$ cat src/rtl/lcdn_pkg.sv
// shared types, codes and the nibble sequencing table for the character lcd interface
package lcdn_pkg;

    typedef struct packed {
        logic [1:0] command;
        logic [5:0] column;
        logic [1:0] row_sel;
        logic [7:0] char_code;
        logic       begins_run;
    } req_t;

    typedef struct packed {
        logic        reg_select;
        logic [3:0]  nibble;
        logic [15:0] pause_before_us;
        logic [11:0] pause_after_us;
        logic        last;
    } nib_t;

    typedef enum logic [1:0] {
        CMD_INIT       = 2'd0,
        CMD_CLEAR      = 2'd1,
        CMD_SET_CURSOR = 2'd2,
        CMD_WRITE      = 2'd3
    } cmd_t;

    typedef enum logic [1:0] {
        CFG_SETTLE    = 2'd0,
        CFG_LONG_WAIT = 2'd1,
        CFG_POWER_UP  = 2'd2,
        CFG_ROW_BASES = 2'd3
    } cfg_index_t;

    typedef struct packed {
        logic [7:0]  settle_us;
        logic [11:0] long_wait_us;
        logic [15:0] power_up_wait_us;
        logic [31:0] row_bases;
    } cfg_t;

    typedef enum logic [1:0] {
        JOB_INIT,
        JOB_CLEAR,
        JOB_WRITE
    } job_kind_t;

    typedef struct packed {
        job_kind_t  kind;
        logic       has_addr;
        logic [7:0] addr;
        logic [7:0] char_code;
    } job_t;

    typedef enum logic [1:0] {
        WAIT_NONE,
        WAIT_SETTLE,
        WAIT_LONG
    } wait_t;

    typedef struct packed {
        logic       rs;
        logic [7:0] data;
        logic       first;
        wait_t      after;
        logic       last_byte;
    } step_t;

    localparam logic [7:0] LCD_FUNC_RESET = 8'h03;
    localparam logic [7:0] LCD_FOUR_BIT   = 8'h02;
    localparam logic [7:0] LCD_FUNC_SET   = 8'h28;
    localparam logic [7:0] LCD_DISP_ON    = 8'h0C;
    localparam logic [7:0] LCD_ENTRY_MODE = 8'h06;
    localparam logic [7:0] LCD_CLEAR      = 8'h01;

    localparam logic [7:0]  RST_SETTLE_US    = 8'd40;
    localparam logic [11:0] RST_LONG_WAIT_US = 12'd1640;
    localparam logic [15:0] RST_POWER_UP_US  = 16'd15000;
    localparam logic [31:0] RST_ROW_BASES    = 32'hD494C080;

    localparam logic [2:0] WRITE_ADDR_IDX = 3'd0;
    localparam logic [2:0] WRITE_CHAR_IDX = 3'd1;
    localparam logic [2:0] INIT_LAST_IDX  = 3'd7;

    function automatic step_t step_lookup(job_kind_t kind, logic [2:0] idx,
                                          logic [7:0] addr, logic [7:0] ch);
        step_t s;
        s = '{rs: 1'b0, data: LCD_CLEAR, first: 1'b0, after: WAIT_LONG, last_byte: 1'b1};
        unique case (kind)
            JOB_INIT:
            begin
                s.last_byte = 1'b0;
                unique case (idx)
                    3'd0:
                    begin
                        s.data  = LCD_FUNC_RESET;
                        s.first = 1'b1;
                        s.after = WAIT_LONG;
                    end
                    3'd1, 3'd2:
                    begin
                        s.data  = LCD_FUNC_RESET;
                        s.after = WAIT_LONG;
                    end
                    3'd3:
                    begin
                        s.data  = LCD_FOUR_BIT;
                        s.after = WAIT_SETTLE;
                    end
                    3'd4:
                    begin
                        s.data  = LCD_FUNC_SET;
                        s.after = WAIT_NONE;
                    end
                    3'd5:
                    begin
                        s.data  = LCD_DISP_ON;
                        s.after = WAIT_NONE;
                    end
                    3'd6:
                    begin
                        s.data  = LCD_ENTRY_MODE;
                        s.after = WAIT_NONE;
                    end
                    default:
                    begin
                        s.data      = LCD_CLEAR;
                        s.after     = WAIT_LONG;
                        s.last_byte = 1'b1;
                    end
                endcase
            end
            JOB_CLEAR:
            begin
                s.data  = LCD_CLEAR;
                s.after = WAIT_LONG;
            end
            JOB_WRITE:
            begin
                s.after = WAIT_NONE;
                if (idx == WRITE_ADDR_IDX)
                begin
                    s.data      = addr;
                    s.last_byte = 1'b0;
                end
                else
                begin
                    s.rs   = 1'b1;
                    s.data = ch;
                end
            end
            default:
            begin
                s.data = LCD_CLEAR;
            end
        endcase
        return s;
    endfunction

endpackage

$ cat src/rtl/char_lcd_nibble_interface.sv
// top level of the 4-bit character lcd interface: config registers, intake, queue, sequencer
// a request reaches nib through the job queue, the job register and the output register
// throughput: one nibble beat per cycle while nib_stall is low; init gives 16 beats, clear 2,
// write 2 or 4, set cursor none; the sequencer's nibble step sets the rate
// a request is taken every cycle while the job queue has room
// reset clears cursor, queue and output valid, and loads the default timing and row bases
module char_lcd_nibble_interface #(
    parameter int QUEUE_DEPTH = 4
) (
    input  logic           clk,
    input  logic           rst_n,
    input  logic           req_valid,
    output logic           req_stall,
    input  lcdn_pkg::req_t req,
    output logic           nib_valid,
    input  logic           nib_stall,
    output lcdn_pkg::nib_t nib,
    input  logic           cfg_write,
    input  logic [1:0]     cfg_index,
    input  logic [31:0]    cfg_data
);
    import lcdn_pkg::*;

    cfg_t cfg_reg, cfg_next;
    logic push;
    job_t push_job;
    logic q_full;
    logic pop;
    logic head_valid;
    job_t head;

    always_comb
    begin
        cfg_next = cfg_reg;
        if (cfg_write)
        begin
            unique case (cfg_index_t'(cfg_index))
                CFG_SETTLE:    cfg_next.settle_us        = cfg_data[7:0];
                CFG_LONG_WAIT: cfg_next.long_wait_us     = cfg_data[11:0];
                CFG_POWER_UP:  cfg_next.power_up_wait_us = cfg_data[15:0];
                CFG_ROW_BASES: cfg_next.row_bases        = cfg_data;
                default:       cfg_next = cfg_reg;
            endcase
        end
    end

    always_ff @(posedge clk or negedge rst_n)
    begin
        if (!rst_n)
        begin
            cfg_reg.settle_us        <= RST_SETTLE_US;
            cfg_reg.long_wait_us     <= RST_LONG_WAIT_US;
            cfg_reg.power_up_wait_us <= RST_POWER_UP_US;
            cfg_reg.row_bases        <= RST_ROW_BASES;
        end
        else
        begin
            cfg_reg <= cfg_next;
        end
    end

    lcdn_front u_front (
        .clk       (clk),
        .rst_n     (rst_n),
        .req_valid (req_valid),
        .req_stall (req_stall),
        .req       (req),
        .cfg       (cfg_reg),
        .push      (push),
        .push_job  (push_job),
        .q_full    (q_full)
    );

    lcdn_queue #(
        .DEPTH (QUEUE_DEPTH)
    ) u_queue (
        .clk        (clk),
        .rst_n      (rst_n),
        .push       (push),
        .push_job   (push_job),
        .full       (q_full),
        .pop        (pop),
        .head_valid (head_valid),
        .head       (head)
    );

    lcdn_back u_back (
        .clk        (clk),
        .rst_n      (rst_n),
        .cfg        (cfg_reg),
        .head_valid (head_valid),
        .head       (head),
        .pop        (pop),
        .nib_valid  (nib_valid),
        .nib_stall  (nib_stall),
        .nib        (nib)
    );

endmodule

$ cat src/rtl/lcdn_front.sv
// request intake: tracks the cursor, drops set cursor, and turns requests into jobs
module lcdn_front (
    input  logic           clk,
    input  logic           rst_n,
    input  logic           req_valid,
    output logic           req_stall,
    input  lcdn_pkg::req_t req,
    input  lcdn_pkg::cfg_t cfg,
    output logic           push,
    output lcdn_pkg::job_t push_job,
    input  logic           q_full
);
    import lcdn_pkg::*;

    logic [7:0] col_reg, col_next;
    logic [1:0] row_reg, row_next;
    logic       accept;
    cmd_t       cmd;
    logic [7:0] base;

    assign req_stall = q_full;
    assign accept    = req_valid && !q_full;
    assign cmd       = cmd_t'(req.command);

    always_comb
    begin
        unique case (row_reg)
            2'd0:    base = cfg.row_bases[7:0];
            2'd1:    base = cfg.row_bases[15:8];
            2'd2:    base = cfg.row_bases[23:16];
            default: base = cfg.row_bases[31:24];
        endcase
    end

    always_comb
    begin
        col_next           = col_reg;
        row_next           = row_reg;
        push               = 1'b0;
        push_job.kind      = JOB_WRITE;
        push_job.has_addr  = req.begins_run;
        push_job.addr      = base + col_reg;
        push_job.char_code = req.char_code;
        if (accept)
        begin
            unique case (cmd)
                CMD_INIT:
                begin
                    push          = 1'b1;
                    push_job.kind = JOB_INIT;
                    col_next      = '0;
                    row_next      = '0;
                end
                CMD_CLEAR:
                begin
                    push          = 1'b1;
                    push_job.kind = JOB_CLEAR;
                    col_next      = '0;
                    row_next      = '0;
                end
                CMD_SET_CURSOR:
                begin
                    col_next = {2'b00, req.column};
                    row_next = req.row_sel;
                end
                CMD_WRITE:
                begin
                    push     = 1'b1;
                    col_next = col_reg + 8'd1;
                end
                default:
                begin
                    push = 1'b0;
                end
            endcase
        end
    end

    always_ff @(posedge clk or negedge rst_n)
    begin
        if (!rst_n)
        begin
            col_reg <= '0;
            row_reg <= '0;
        end
        else
        begin
            col_reg <= col_next;
            row_reg <= row_next;
        end
    end

endmodule

$ cat src/rtl/lcdn_queue.sv
// short job queue between intake and nibble sequencer
module lcdn_queue #(
    parameter int DEPTH = 4
) (
    input  logic           clk,
    input  logic           rst_n,
    input  logic           push,
    input  lcdn_pkg::job_t push_job,
    output logic           full,
    input  logic           pop,
    output logic           head_valid,
    output lcdn_pkg::job_t head
);
    import lcdn_pkg::*;

    localparam int PTR_W = (DEPTH > 1) ? $clog2(DEPTH) : 1;
    localparam int CNT_W = $clog2(DEPTH + 1);
    localparam logic [PTR_W-1:0] LAST_PTR = PTR_W'(DEPTH - 1);
    localparam logic [CNT_W-1:0] FULL_CNT = CNT_W'(DEPTH);

    job_t             entries [DEPTH];
    logic [PTR_W-1:0] wr_ptr_reg, wr_ptr_next;
    logic [PTR_W-1:0] rd_ptr_reg, rd_ptr_next;
    logic [CNT_W-1:0] count_reg, count_next;

    assign full       = (count_reg == FULL_CNT);
    assign head_valid = (count_reg != '0);
    assign head       = entries[rd_ptr_reg];

    always_comb
    begin
        wr_ptr_next = wr_ptr_reg;
        rd_ptr_next = rd_ptr_reg;
        count_next  = count_reg;
        if (push)
        begin
            wr_ptr_next = (wr_ptr_reg == LAST_PTR) ? '0 : wr_ptr_reg + PTR_W'(1);
        end
        if (pop)
        begin
            rd_ptr_next = (rd_ptr_reg == LAST_PTR) ? '0 : rd_ptr_reg + PTR_W'(1);
        end
        if (push && !pop)
        begin
            count_next = count_reg + CNT_W'(1);
        end
        else if (pop && !push)
        begin
            count_next = count_reg - CNT_W'(1);
        end
    end

    always_ff @(posedge clk or negedge rst_n)
    begin
        if (!rst_n)
        begin
            wr_ptr_reg <= '0;
            rd_ptr_reg <= '0;
            count_reg  <= '0;
        end
        else
        begin
            wr_ptr_reg <= wr_ptr_next;
            rd_ptr_reg <= rd_ptr_next;
            count_reg  <= count_next;
        end
    end

    always_ff @(posedge clk)
    begin
        if (push)
        begin
            entries[wr_ptr_reg] <= push_job;
        end
    end

    a_no_push_full: assert property (@(posedge clk) disable iff (!rst_n) !(push && full))
        else $error("queue push while full");
    a_no_pop_empty: assert property (@(posedge clk) disable iff (!rst_n) !(pop && !head_valid))
        else $error("queue pop while empty");
    a_count_range: assert property (@(posedge clk) disable iff (!rst_n) count_reg <= FULL_CNT)
        else $error("queue count out of range");

endmodule

$ cat src/rtl/lcdn_back.sv
// nibble sequencer: expands each job into timed nibble beats behind an output register
module lcdn_back (
    input  logic           clk,
    input  logic           rst_n,
    input  lcdn_pkg::cfg_t cfg,
    input  logic           head_valid,
    input  lcdn_pkg::job_t head,
    output logic           pop,
    output logic           nib_valid,
    input  logic           nib_stall,
    output lcdn_pkg::nib_t nib
);
    import lcdn_pkg::*;

    logic        busy_reg, busy_next;
    logic [2:0]  idx_reg, idx_next;
    logic        half_reg, half_next;
    job_t        job_reg;
    logic        out_valid_reg, out_valid_next;
    nib_t        out_reg, out_next;
    step_t       step;
    logic        advance;
    logic [16:0] first_sum;
    logic [15:0] first_wait;
    logic [11:0] after_wait;

    assign step       = step_lookup(job_reg.kind, idx_reg, job_reg.addr, job_reg.char_code);
    assign advance    = busy_reg && (!out_valid_reg || !nib_stall);
    assign pop        = head_valid && (!busy_reg || (advance && half_reg && step.last_byte));
    assign first_sum  = {1'b0, cfg.power_up_wait_us} + {9'b0, cfg.settle_us};
    assign first_wait = first_sum[16] ? 16'hFFFF : first_sum[15:0];

    always_comb
    begin
        unique case (step.after)
            WAIT_NONE:   after_wait = '0;
            WAIT_SETTLE: after_wait = {4'b0, cfg.settle_us};
            WAIT_LONG:   after_wait = cfg.long_wait_us;
            default:     after_wait = '0;
        endcase
    end

    // output beat for the current position
    always_comb
    begin
        out_next.reg_select = step.rs;
        if (!half_reg)
        begin
            out_next.nibble          = step.data[7:4];
            out_next.pause_before_us = step.first ? first_wait : {8'b0, cfg.settle_us};
            out_next.pause_after_us  = '0;
            out_next.last            = 1'b0;
        end
        else
        begin
            out_next.nibble          = step.data[3:0];
            out_next.pause_before_us = '0;
            out_next.pause_after_us  = after_wait;
            out_next.last            = step.last_byte;
        end
    end

    always_comb
    begin
        busy_next      = busy_reg;
        idx_next       = idx_reg;
        half_next      = half_reg;
        out_valid_next = out_valid_reg;
        if (advance)
        begin
            out_valid_next = 1'b1;
        end
        else if (!nib_stall)
        begin
            out_valid_next = 1'b0;
        end
        if (advance)
        begin
            if (!half_reg)
            begin
                half_next = 1'b1;
            end
            else if (step.last_byte)
            begin
                busy_next = 1'b0;
            end
            else
            begin
                half_next = 1'b0;
                idx_next  = idx_reg + 3'd1;
            end
        end
        if (pop)
        begin
            busy_next = 1'b1;
            half_next = 1'b0;
            idx_next  = (head.kind == JOB_WRITE && !head.has_addr) ? WRITE_CHAR_IDX : '0;
        end
    end

    always_ff @(posedge clk or negedge rst_n)
    begin
        if (!rst_n)
        begin
            busy_reg      <= 1'b0;
            idx_reg       <= '0;
            half_reg      <= 1'b0;
            out_valid_reg <= 1'b0;
        end
        else
        begin
            busy_reg      <= busy_next;
            idx_reg       <= idx_next;
            half_reg      <= half_next;
            out_valid_reg <= out_valid_next;
        end
    end

    always_ff @(posedge clk)
    begin
        if (pop)
        begin
            job_reg <= head;
        end
        if (advance)
        begin
            out_reg <= out_next;
        end
    end

    assign nib_valid = out_valid_reg;
    assign nib       = out_reg;

    a_last_is_low: assert property (@(posedge clk) disable iff (!rst_n)
        (out_valid_reg && out_reg.last) |-> (out_reg.pause_before_us == '0))
        else $error("last beat is not a low nibble");
    a_clear_one_byte: assert property (@(posedge clk) disable iff (!rst_n)
        (busy_reg && job_reg.kind == JOB_CLEAR) |-> (idx_reg == '0))
        else $error("clear job past its only byte");
    a_write_two_bytes: assert property (@(posedge clk) disable iff (!rst_n)
        (busy_reg && job_reg.kind == JOB_WRITE) |-> (idx_reg <= WRITE_CHAR_IDX))
        else $error("write job past its character byte");
    a_init_range: assert property (@(posedge clk) disable iff (!rst_n)
        (busy_reg && job_reg.kind == JOB_INIT) |-> (idx_reg <= INIT_LAST_IDX))
        else $error("init job index out of range");

endmodule

$ cat config.mk
export PLATFORM = sky130hd
export DESIGN_NAME = char_lcd_nibble_interface
export DESIGN_NICKNAME = d
export VERILOG_FILES = /design/src/rtl/lcdn_pkg.sv /design/src/rtl/char_lcd_nibble_interface.sv /design/src/rtl/lcdn_front.sv /design/src/rtl/lcdn_queue.sv /design/src/rtl/lcdn_back.sv
export SDC_FILE = /design/constraint.sdc
export NUM_CORES = 1
export LEC_CHECK = 0
export ABC_AREA = 0
export ABC_CLOCK_PERIOD_IN_PS = 4700
export BUFFER_PORTS_ARGS = -buffer_cell sky130_fd_sc_hd__buf_2
export CAP_MARGIN = 30
export CELL_PAD_IN_SITES_DETAIL_PLACEMENT = 0
export CELL_PAD_IN_SITES_GLOBAL_PLACEMENT = 2
export CORE_UTILIZATION = 43
export DETAILED_ROUTE_END_ITERATION = 12
export GPL_ROUTABILITY_DRIVEN = 0
export HOLD_SLACK_MARGIN = 0.12
export PLACE_DENSITY_LB_ADDON = 0.1
export SETUP_SLACK_MARGIN = 0.02
export SKIP_CTS_REPAIR_TIMING = 1
export SYNTH_ARGS = -nofsm -noshare
export SYNTH_HDL_FRONTEND = slang
export SYNTH_SLANG_ARGS = --single-unit
$ cat constraint.sdc
create_clock -name clk -period 4.7 [get_ports clk]
set_clock_uncertainty 0.2 [all_clocks]
set_input_delay 0 -clock clk [delete_from_list [all_inputs] [get_ports clk]]
set_output_delay 0 -clock clk [all_outputs]
set_load 0.01 [all_outputs]
==> results_dict.tcl, run 1 <==
set metrics [dict create \
    slowest_delay_ns 0.45 \
    synth_area_um2 9860 \
    die-area_um2 23500 \
    path_delay_family "adder cells" \
    synth_common_cells "edfxtp_1 (128), mux2_2 (72), dfrtp_1 (67), nor2_1 (47), a21oi_1 (31)" \
    num_vias 6284 \
    peakVddDrop_v 0.000285 \
    finalSetupViolCount 0 \
    io-pin-count 94 \
    p_seq_share_pct 42.9 \
    dr.pass1.iters 4 \
    cts_tree "done" \
    power_leakage_nw 5.09 \
    pwr_density_cell_nw_per_um2 548 \
    ys_types 64 \
    nets 987 \
    hpwl_mm 14.8 \
    worstPathRequired_ns 4.90 \
    ys.flop_type "edfxtp_1" \
    yosysSeqAreaShare_pct 62.4 \
    p_sw_share_pct 30.1 \
    htree_levels 1 \
    post-route-period-util_pct 66.4 \
    hold_path.class "primary input to flip-flop" \
    async_reset_ff_share_pct 41.6 \
    drc_errors 0 \
    netlist_instances 666 \
    syn_to_final_growth_pct 29.8 \
    yosysMostFrequentCell "edfxtp_1" \
    crit_cells 12 \
    wire_per_inst_um 18.4 \
    cp_num_buf_inv 3 \
    worst_pin_slew_ns 1.03 \
    synth_fp_nets 756 \
    clockBufferDepth 3 \
    hold_viol_final 0 \
    fin_crit_ns 3.12 \
    grt_pass1_wl_mm 33.2 \
    postLayoutCoreUtil_pct 56.7 \
    cp_max_fo 8 \
    io_buffers 93 \
    antenna_cells 0 \
    grtUsageTotal_pct 18.2 \
    status "complete, no violations" \
    p_comb_share_pct 29.1 \
    grt_pass1_vias 5998 \
    cp_slowest_cell "dfrtp_1" \
    rows 55 \
    synthDominantCellAreaShare_pct 39.0 \
    synth.area.top_cells "edfxtp_1 (39%), dfrtp_1 (17%), mux2_2 (8.2%)" \
    largest_reg_flops 76 \
    grt_setup_unrepaired "no" \
    cp-start-kind "flip-flop" \
    cp.arrival_ns 3.32 \
    synth-edff-count 128 \
    routed_via_density 5.24 \
    drv_slew 0 \
    r2r-end "u_queue.count_reg[1]" \
    crit_chain "inv_1, ha_1, nor3_1, a21oi_1, o41ai_4, nand2_2, a21oi_4, inv_1, ha_1, inv_1, fa_1, mux2_2" \
    r2r_setup_slack_ns 1.58 \
    power.internal_mw 4.90 \
    cts.sinks 219 \
    start_util_pct 43.7 \
    cts_buffers 24 \
    placed_area_um2 10700 \
    setup_slack_ns 1.58 \
    avgSynthCellArea_um2 14.8 \
    p_sw_mw 2.11 \
    post-place-ws_ns 1.58 \
    worstSetupPathType "flip-flop to flip-flop" \
    drt_iter0_markers 279 \
    path_common_cell "inv_1" \
    final_cell_area_um2 12800 \
    hold-worst-slack_ns 0.104 \
    cts_root_buf "clkbuf_16" \
    clk_latency_ns 0.51 \
    fmax_ghz 0.320 \
    antenna_found_initial 0 \
    yosys_warnings 0 \
    slew_headroom_pct 31.5 \
    grt_max_degree 50 \
    postRouteAntennaNets 0 \
    die_h_um 153 \
    synth_top_area_cell "edfxtp_1" \
    drv_cap 0 \
    crit_path_end_kind "flip-flop" \
    path_clk_slew_ns 0.06 \
    final_layout_size_suffix_gt1_share_pct 31.4 \
    startpoint "u_back.idx_reg[1]" \
    worstSetupEndpoint "u_queue.count_reg[1]" \
    core-area_um2 22600 \
    clkPwrFrac_pct 28.0 \
    setup_tns_ns 0 \
    grt.overflow.total 0 \
    r2r_cells 12 \
    wl_mm 22.1 \
    r2r_start "u_back.idx_reg[1]" \
    dieWidth_um 153 \
    ys_ff_latch 219 \
]
-- power by group through the flow --
stage / registers, mW / logic (mW) / clock network, mW
final: 3.01 / 2.04 / 1.96
after CTS: 3.01 / 1.92 / 2.01
after floorplan: 2.91 / 1.42 / 0
after global placement: 3.03 / 1.86 / 0
after global routing: 3.07 / 2.25 / 2.09
after detailed placement: 3.05 / 1.92 / 0
-- through the flow --
stage,power (mW),instances
floorplan,4.33,666
global placement,4.88,1028
detailed placement,4.97,1032
CTS,6.95,1076
global route,7.41,1200
finish,7.01,1200
-- tightest hold or removal path, delay by kind of cell --
kind                   cells  cell delay [ns]
buffers and inverters      2             0.67
AOI/OAI and AO/OA          1             0.11
-- layer usage --
layer	global-route usage [%]	vias to the layer above	share of wire [%]
met2	29.1	126	48
li1	-	2990	-
met4	5.10	0	1.7
met5	0	-	0
met1	25.9	3141	47
met3	2.75	27	3.7
-- cell usage in the layout, fill, tap and decap left out, types with 27 or more instances in the layout --
cell type	instances
nor2_1	47
buf_2	92
clkbuf_16	27
mux4_2	28
nand2_1	28
a21oi_1	31
mux2_2	72
dlygate4sd3_1	123
ha_1	29
dfrtp_1	67
edfxtp_1	128
-- worst min-delay path by stage --
stage                     slack [ns]       from               end  cells past startpoint
after floorplan                -0.50      rst_n        cfg_reg[0]                      0
after global placement         -0.17      rst_n       cfg_reg[13]                      1
after detailed placement       -0.17      rst_n       cfg_reg[13]                      1
after CTS                      -0.72      rst_n        cfg_reg[5]                      1
after global routing            0.12  nib_stall  u_back.nib_valid                      3
final                           0.10  nib_stall  u_back.nib_valid                      3
-- kinds of logic after synthesis --
kind of cell / Yosys count / share of synthesized area, %
flip-flops: 219 / 62.4
AND/OR/NAND/NOR: 149 / 7.71
multiplexers: 107 / 15.4
AO/OA/AOI/OAI: 103 / 7.17
buffers and inverters: 42 / 1.74
adder cells (fa/ha/maj): 32 / 4.29
XOR/XNOR: 14 / 1.24
-- cell type report --
class	instances	area (um^2)
Timing Repair Buffer	229	1840
Multi-Input combinational cell	405	3540
Tap cell	285	357
Clock inverter	11	133
Clock buffer	33	708
Fill cell	1848	9780
Sequential cell	219	6150
Inverter	18	67.6
No activity file was read; power rests on OpenSTA's default activity.
==> inputs of run 2 (changes only) <==
ABC_AREA = 1   (was 0)
ABC_CLOCK_PERIOD_IN_PS = 2800   (was 4700)
CORE_UTILIZATION = 35   (was 43)
clock period = 2.8 ns   (was 4.7 ns; I/O delays follow)
==> run 2 against run 1 <==
Effect of this change:
- register-to-register slack lost 1.4 ns
- power grew 68%
- critical path depth grew 4
- die area grew 26%
- core utilization shrank 9.3 points
- worst setup slack lost 1.4 ns
- sequential share of layout area shrank 1.9 points
- sequential cell count is the same
- maximum frequency grew 20%
==> results_dict.tcl, run 2 <==
set metrics [dict create \
    status "complete, no violations" \
    hold_viol_final 0 \
    cts_root_buf "clkbuf_16" \
    syn_to_final_growth_pct 31.8 \
    startpoint "u_back.idx_reg[1]" \
    wl_mm 25.0 \
    slowest_delay_ns 0.42 \
    finalSetupViolCount 0 \
    io-pin-count 94 \
    cp_slowest_cell "dfrtp_1" \
    worstSetupPathType "flip-flop to flip-flop" \
    routed_via_density 4.62 \
    worst_pin_slew_ns 0.772 \
    yosysMostFrequentCell "nand2_1" \
    synth_top_area_cell "edfxtp_1" \
    rows 61 \
    htree_levels 1 \
    worstPathRequired_ns 3.01 \
    crit_chain "inv_1, ha_2, nand2_8, inv_8, nor2_8, nor2_4, nand2_2, nand2_2, nand2_4, nand2_8, ha_1, inv_1, fa_1, a21oi_1, o21ai_0, xnor2_1" \
    cts.sinks 219 \
    cp-start-kind "flip-flop" \
    async_reset_ff_share_pct 41.6 \
    postLayoutCoreUtil_pct 47.4 \
    netlist_instances 1002 \
    antenna_found_initial 0 \
    synth.area.top_cells "edfxtp_1 (38%), dfrtp_1 (17%), nand2_1 (7.8%)" \
    peakVddDrop_v 0.000405 \
    fin_cells 1642 \
    avgSynthCellArea_um2 10.1 \
    largest_reg_flops 76 \
    fillers 2718 \
    dr.pass1.iters 7 \
    yosys_warnings 0 \
    cts_tree "done" \
    cts_buffers 26 \
    place_inst 1464 \
    placed_area_um2 11200 \
    top_usage_layer "met2" \
    start_util_pct 36.0 \
    fin_crit_ns 2.60 \
    synthDominantCellAreaShare_pct 38.0 \
    crit_path_end_kind "flip-flop" \
    ys_ff_latch 219 \
    dieWidth_um 172 \
    post-route-period-util_pct 93.0 \
    holdCritStartpoint "cfg_data[10]" \
    wire_per_inst_um 15.2 \
    die_h_um 172 \
    cp.arrival_ns 2.82 \
    power_leakage_nw 5.75 \
    drc_errors 0 \
    synth-edff-count 128 \
    clockBufferDepth 3 \
    grt_pass1_wl_mm 37.6 \
    grt_use_met2_pct 26.8 \
    num_vias 7582 \
    drt_iter0_markers 390 \
    grt_max_degree 50 \
    core-area_um2 28100 \
    synth_area_um2 10100 \
    mostFrequentLayoutCells "nand2_1 (208), o21ai_0 (136), edfxtp_1 (128)" \
    hold_path.class "primary input to flip-flop" \
    grt_pass1_vias 6910 \
    slew_headroom_pct 48.4 \
    hpwl_mm 17.2 \
    ys.flop_type "edfxtp_1" \
    synth_common_cells "nand2_1 (209), o21ai_0 (138), edfxtp_1 (128), inv_1 (98), nor2_1 (82)" \
    grt_use_met1_pct 23.2 \
    path_clk_slew_ns 0.06 \
    fmax_ghz 0.384 \
    ys_types 37 \
    final_common_cell "nand2_1" \
    grt_setup_unrepaired "no" \
    met3_usage_pct 2.59 \
    grtUsageTotal_pct 16.5 \
    yosysSeqAreaShare_pct 60.9 \
    final_cell_area_um2 13300 \
    drv_slew 0 \
    final_layout_size_suffix_gt1_share_pct 18.7 \
    postRouteAntennaNets 0 \
    setup_tns_ns 0 \
    io_buffers 93 \
    drv_cap 0 \
    antenna_cells 0 \
    clk_latency_ns 0.53 \
    r2r_start "u_back.idx_reg[1]" \
    pwr_density_cell_nw_per_um2 885 \
    nets 1334 \
    die-area_um2 29500 \
    cp_max_fo 9 \
    synth_fp_nets 1092 \
    grt.overflow.total 0 \
]
## run 2: cell types whose count changed in the layout (fill, tap and decap cells not counted), sizes merged, moves of 15 or more
cell | before | now
inv | 19 | 110
mux2 | 74 | 16
mux4 | 28 | 0
nand2 | 29 | 216
nand3 | 8 | 50
nor2 | 49 | 89
o21ai | 21 | 146
o22ai | 5 | 20
## run 2: kinds of logic after synthesis
group                    synth area share (%)
adder cells (fa/ha/maj)                  4.19
AO/OA/AOI/OAI                            10.6
flip-flops                               60.9
AND/OR/NAND/NOR                          16.1
XOR/XNOR                                0.867
buffers and inverters                    5.55
multiplexers                             1.78
## run 2: metal layers
layer	vias to the layer above	wire length, um
li1	3876	-
met1	3557	11900
met2	125	11800
met3	24	986
met4	0	286
met5	-	0
## run 2: cell type report
| type | instances | area, um^2 | share of cell area (%) |
|---|---|---|---|
| sequential | 219 | 6150 | 46.2 |
| multi-input combinational | 640 | 3420 | 25.7 |
| timing repair buffer | 247 | 2030 | 15.2 |
| clock buffer | 36 | 728 | 5.47 |
| tap | 378 | 473 | 3.55 |
| inverter | 110 | 423 | 3.18 |
| clock inverter | 12 | 93.8 | 0.705 |
## run 2: final timing paths
kind                                              to  slack (ns)  depth (start not counted)
worst min register to register           cfg_reg[50]        0.29                          2
worst max register to register  u_queue.count_reg[2]        0.20                         16
max in group asynchronous                cfg_reg[35]        1.53                          4
worst max-delay path            u_queue.count_reg[2]        0.20                         16
min in group asynchronous                cfg_reg[41]        0.50                          3
worst min-delay path                     cfg_reg[58]        0.13                          4
## run 2: worst max-delay path: cells and delay by family (launching register included)
kind	cells	cell delay, ns
xor gates and xnor gates	1	0.14
buffers and inverters	3	0.26
and+or+nand+nor	7	0.47
adders and majority gates	3	0.76
DFF	1	0.42
AOI/OAI and AO/OA	2	0.25
## run 2: report_power, final
group,internal (mW),total (mW),switching (mW)
Clock,1.90,3.19,1.29
Sequential,4.49,4.88,0.393
Combinational,1.40,3.71,2.31
## run 2: metrics by stage
stage	hold slack (ns)	total power [mW]	setup WS [ns]
2_1_floorplan	-0.496	7.17	0.183
3_3_place_gp	-0.151	8.49	0.132
3_5_place_dp	-0.162	8.48	0.0697
4_1_cts	-0.724	11.7	0.0691
5_1_grt	0.158	12.6	0.00410
6_report	0.126	11.8	0.196
==> inputs of run 3 (changes only) <==
CORE_UTILIZATION = 34   (was 35)
SYNTH_HIERARCHICAL = 1   (was unset)
==> run 3 against run 2 <==
Effect of this change:
- hold slack got worse by 0.0094 ns
- global-route usage grew 0.24 points
- critical path depth rose by 1
- core utilization decreased by 2.8 points
- sequential share of layout area is 2.5 points lower
- worst setup slack worse by 0.012 ns
- first-iteration DRC count is 6.4% higher
- synthesized area is 8.0% higher
- maximum frequency fell by 0.44%
- power is 8.6% higher
- critical path type unchanged
- largest power group unchanged
==> results_dict.tcl, run 3 <==
set metrics [dict create \
    cp.arrival_ns 2.84 \
    ys_types 42 \
    htree_levels 1 \
    path_clk_slew_ns 0.06 \
    dieWidth_um 181 \
    async_reset_ff_share_pct 41.6 \
    grt_max_degree 51 \
    ys.flop_type "edfxtp_1" \
    io_buffers 93 \
    grt_setup_unrepaired "yes" \
    worst_pin_slew_ns 0.626 \
    largest_reg_flops 76 \
    status "complete, no violations" \
    power_leakage_nw 6.43 \
    grt_pass1_vias 7728 \
    synth-edff-count 128 \
    fin_crit_ns 2.62 \
    clockBufferDepth 3 \
    start_util_pct 34.6 \
    hold_viol_final 0 \
    synth.area.top_cells "edfxtp_1 (35%), dfrtp_1 (15%), nand2_1 (12%)" \
    routed_via_density 4.67 \
    final_common_cell "nand2_1" \
    dr.pass1.iters 4 \
    startpoint "u_back/idx_reg[1]" \
    rows 65 \
    netlist_instances 1145 \
    cts_buffers 26 \
    mostFrequentLayoutCells "nand2_1 (353), dlygate4sd3_1 (136), edfxtp_1 (128)" \
    yosysMostFrequentCell "nand2_1" \
    io-pin-count 94 \
    wl_mm 28.0 \
    peakVddDrop_v 0.000414 \
    worstPathRequired_ns 3.02 \
    worstSetupPathType "flip-flop to flip-flop" \
    synthDominantCellAreaShare_pct 35.2 \
    crit_path_end_kind "flip-flop" \
    fin_cells 1802 \
    die-area_um2 32800 \
    place_inst 1616 \
    postRouteAntennaNets 0 \
    drt_iter0_markers 415 \
    cp_num_buf_inv 4 \
    synth_top_area_cell "edfxtp_1" \
    grtUsageTotal_pct 16.7 \
    antenna_cells 0 \
    slew_headroom_pct 58.2 \
    fmax_ghz 0.382 \
    num_vias 8423 \
    drv_cap 0 \
    yosysSeqAreaShare_pct 56.4 \
    syn_to_final_growth_pct 29.0 \
    holdCritStartpoint "cfg_data[9]" \
    crit_chain "buf_4, ha_4, nand2_1, nand3_2, nor2_4, nand2_4, nand2_2, nand2_2, nand2_4, nand2_4, inv_4, inv_1, ha_1, inv_1, fa_1, nand2_1, nand2_1" \
    cts_tree "done" \
    nets 1470 \
    grt.overflow.total 0 \
    synth_area_um2 10900 \
    hold_path.class "primary input to flip-flop" \
    ys_ff_latch 219 \
    avgSynthCellArea_um2 9.53 \
    antenna_found_initial 0 \
    r2r_setup_slack_ns 0.18 \
    drv_slew 0 \
    setup_tns_ns 0 \
    grt_pass1_wl_mm 43.5 \
    path_delay_family "simple AND/OR/NAND/NOR gates" \
    yosys_warnings 6 \
    cts_root_buf "clkbuf_16" \
    die_h_um 181 \
    drc_errors 0 \
    post-route-period-util_pct 93.4 \
    pwr_density_cell_nw_per_um2 909 \
    synth_fp_nets 1235 \
    hpwl_mm 19.0 \
    final_layout_size_suffix_gt1_share_pct 18.4 \
    r2r_start "u_back/idx_reg[1]" \
    synth_common_cells "nand2_1 (353), edfxtp_1 (128), inv_1 (117), nand4_1 (69), dfrtp_1 (67)" \
    wire_per_inst_um 15.6 \
    core-area_um2 31600 \
    cp-start-kind "flip-flop" \
    slowest_delay_ns 0.42 \
    cp_slowest_cell "dfrtp_1" \
    clk_latency_ns 0.53 \
    cts.sinks 219 \
    cp_max_fo 5 \
    finalSetupViolCount 0 \
]
## run 3: area by class of cell
class                   instances  area (um^2)
fillers                      3118        17500
flip-flops and latches        219         6150
multi-input cells             740         3960
repair buffers                265         2140
clock buffers                  38          757
well taps                     402          503
inverters                     128          483
clock inverters                10         86.3
## run 3: worst reg2reg max path: stages, from the launching register on
cell and delay, ns:
dfrtp_1 0.42, buf_4 0.16, ha_4 0.16, nand2_1 0.10
nand3_2 0.12, nor2_4 0.13, nand2_4 0.07, nand2_2 0.06
nand2_2 0.05, nand2_4 0.07, nand2_4 0.07, inv_4 0.06
inv_1 0.04, ha_1 0.18, inv_1 0.08, fa_1 0.40
nand2_1 0.07, nand2_1 0.05
## run 3: per-stage QoR
stage | total power [mW] | setup WS [ns] | utilization [%] | hold slack (ns) | cell area, um^2
6_report | 12.8 | 0.185 | 44.6 | 0.117 | 14100
5_1_grt | 13.7 | 0.000373 | 44.6 | 0.135 | 14100
4_1_cts | 12.8 | 0.0745 | 40.1 | -0.721 | 12600
3_5_place_dp | 9.41 | 0.0915 | 37.4 | -0.151 | 11800
3_3_place_gp | 9.41 | 0.109 | 37.4 | -0.150 | 11800
2_1_floorplan | 7.93 | 0.101 | - | -0.496 | 10900
## run 3: per-layer routing
metal | track usage [%] | wire length, um
met3 | 2.34 | 981
met2 | 26.1 | 12500
met1 | 24.7 | 14200
met4 | 3.32 | 368
met5 | 0 | 0
## run 3: cell families after synthesis
kind of cell | after synthesis | share of synthesized area [%]
DFF | 219 | 56.4
adders and majority gates | 32 | 3.88
AOI/OAI and AO/OA | 126 | 7.28
xor gates and xnor gates | 12 | 0.963
and+or+nand+nor | 570 | 23.8
buffers and inverters | 186 | 7.76
## run 3: worst paths after layout
kind | to | depth (start not counted)
worst max-delay path | u_queue/count_reg[1] | 17
worst min-delay path | cfg_reg[57] | 4
worst max register to register | u_queue/count_reg[1] | 17
worst min register to register | cfg_reg[39] | 2
max in group asynchronous | cfg_reg[23] | 4
min in group asynchronous | cfg_reg[51] | 3
## run 3: where the power goes
group	internal, mW	switching, mW
sequential	4.66	0.462
clock	1.96	1.33
combinational	1.59	2.79
total	8.21	4.58
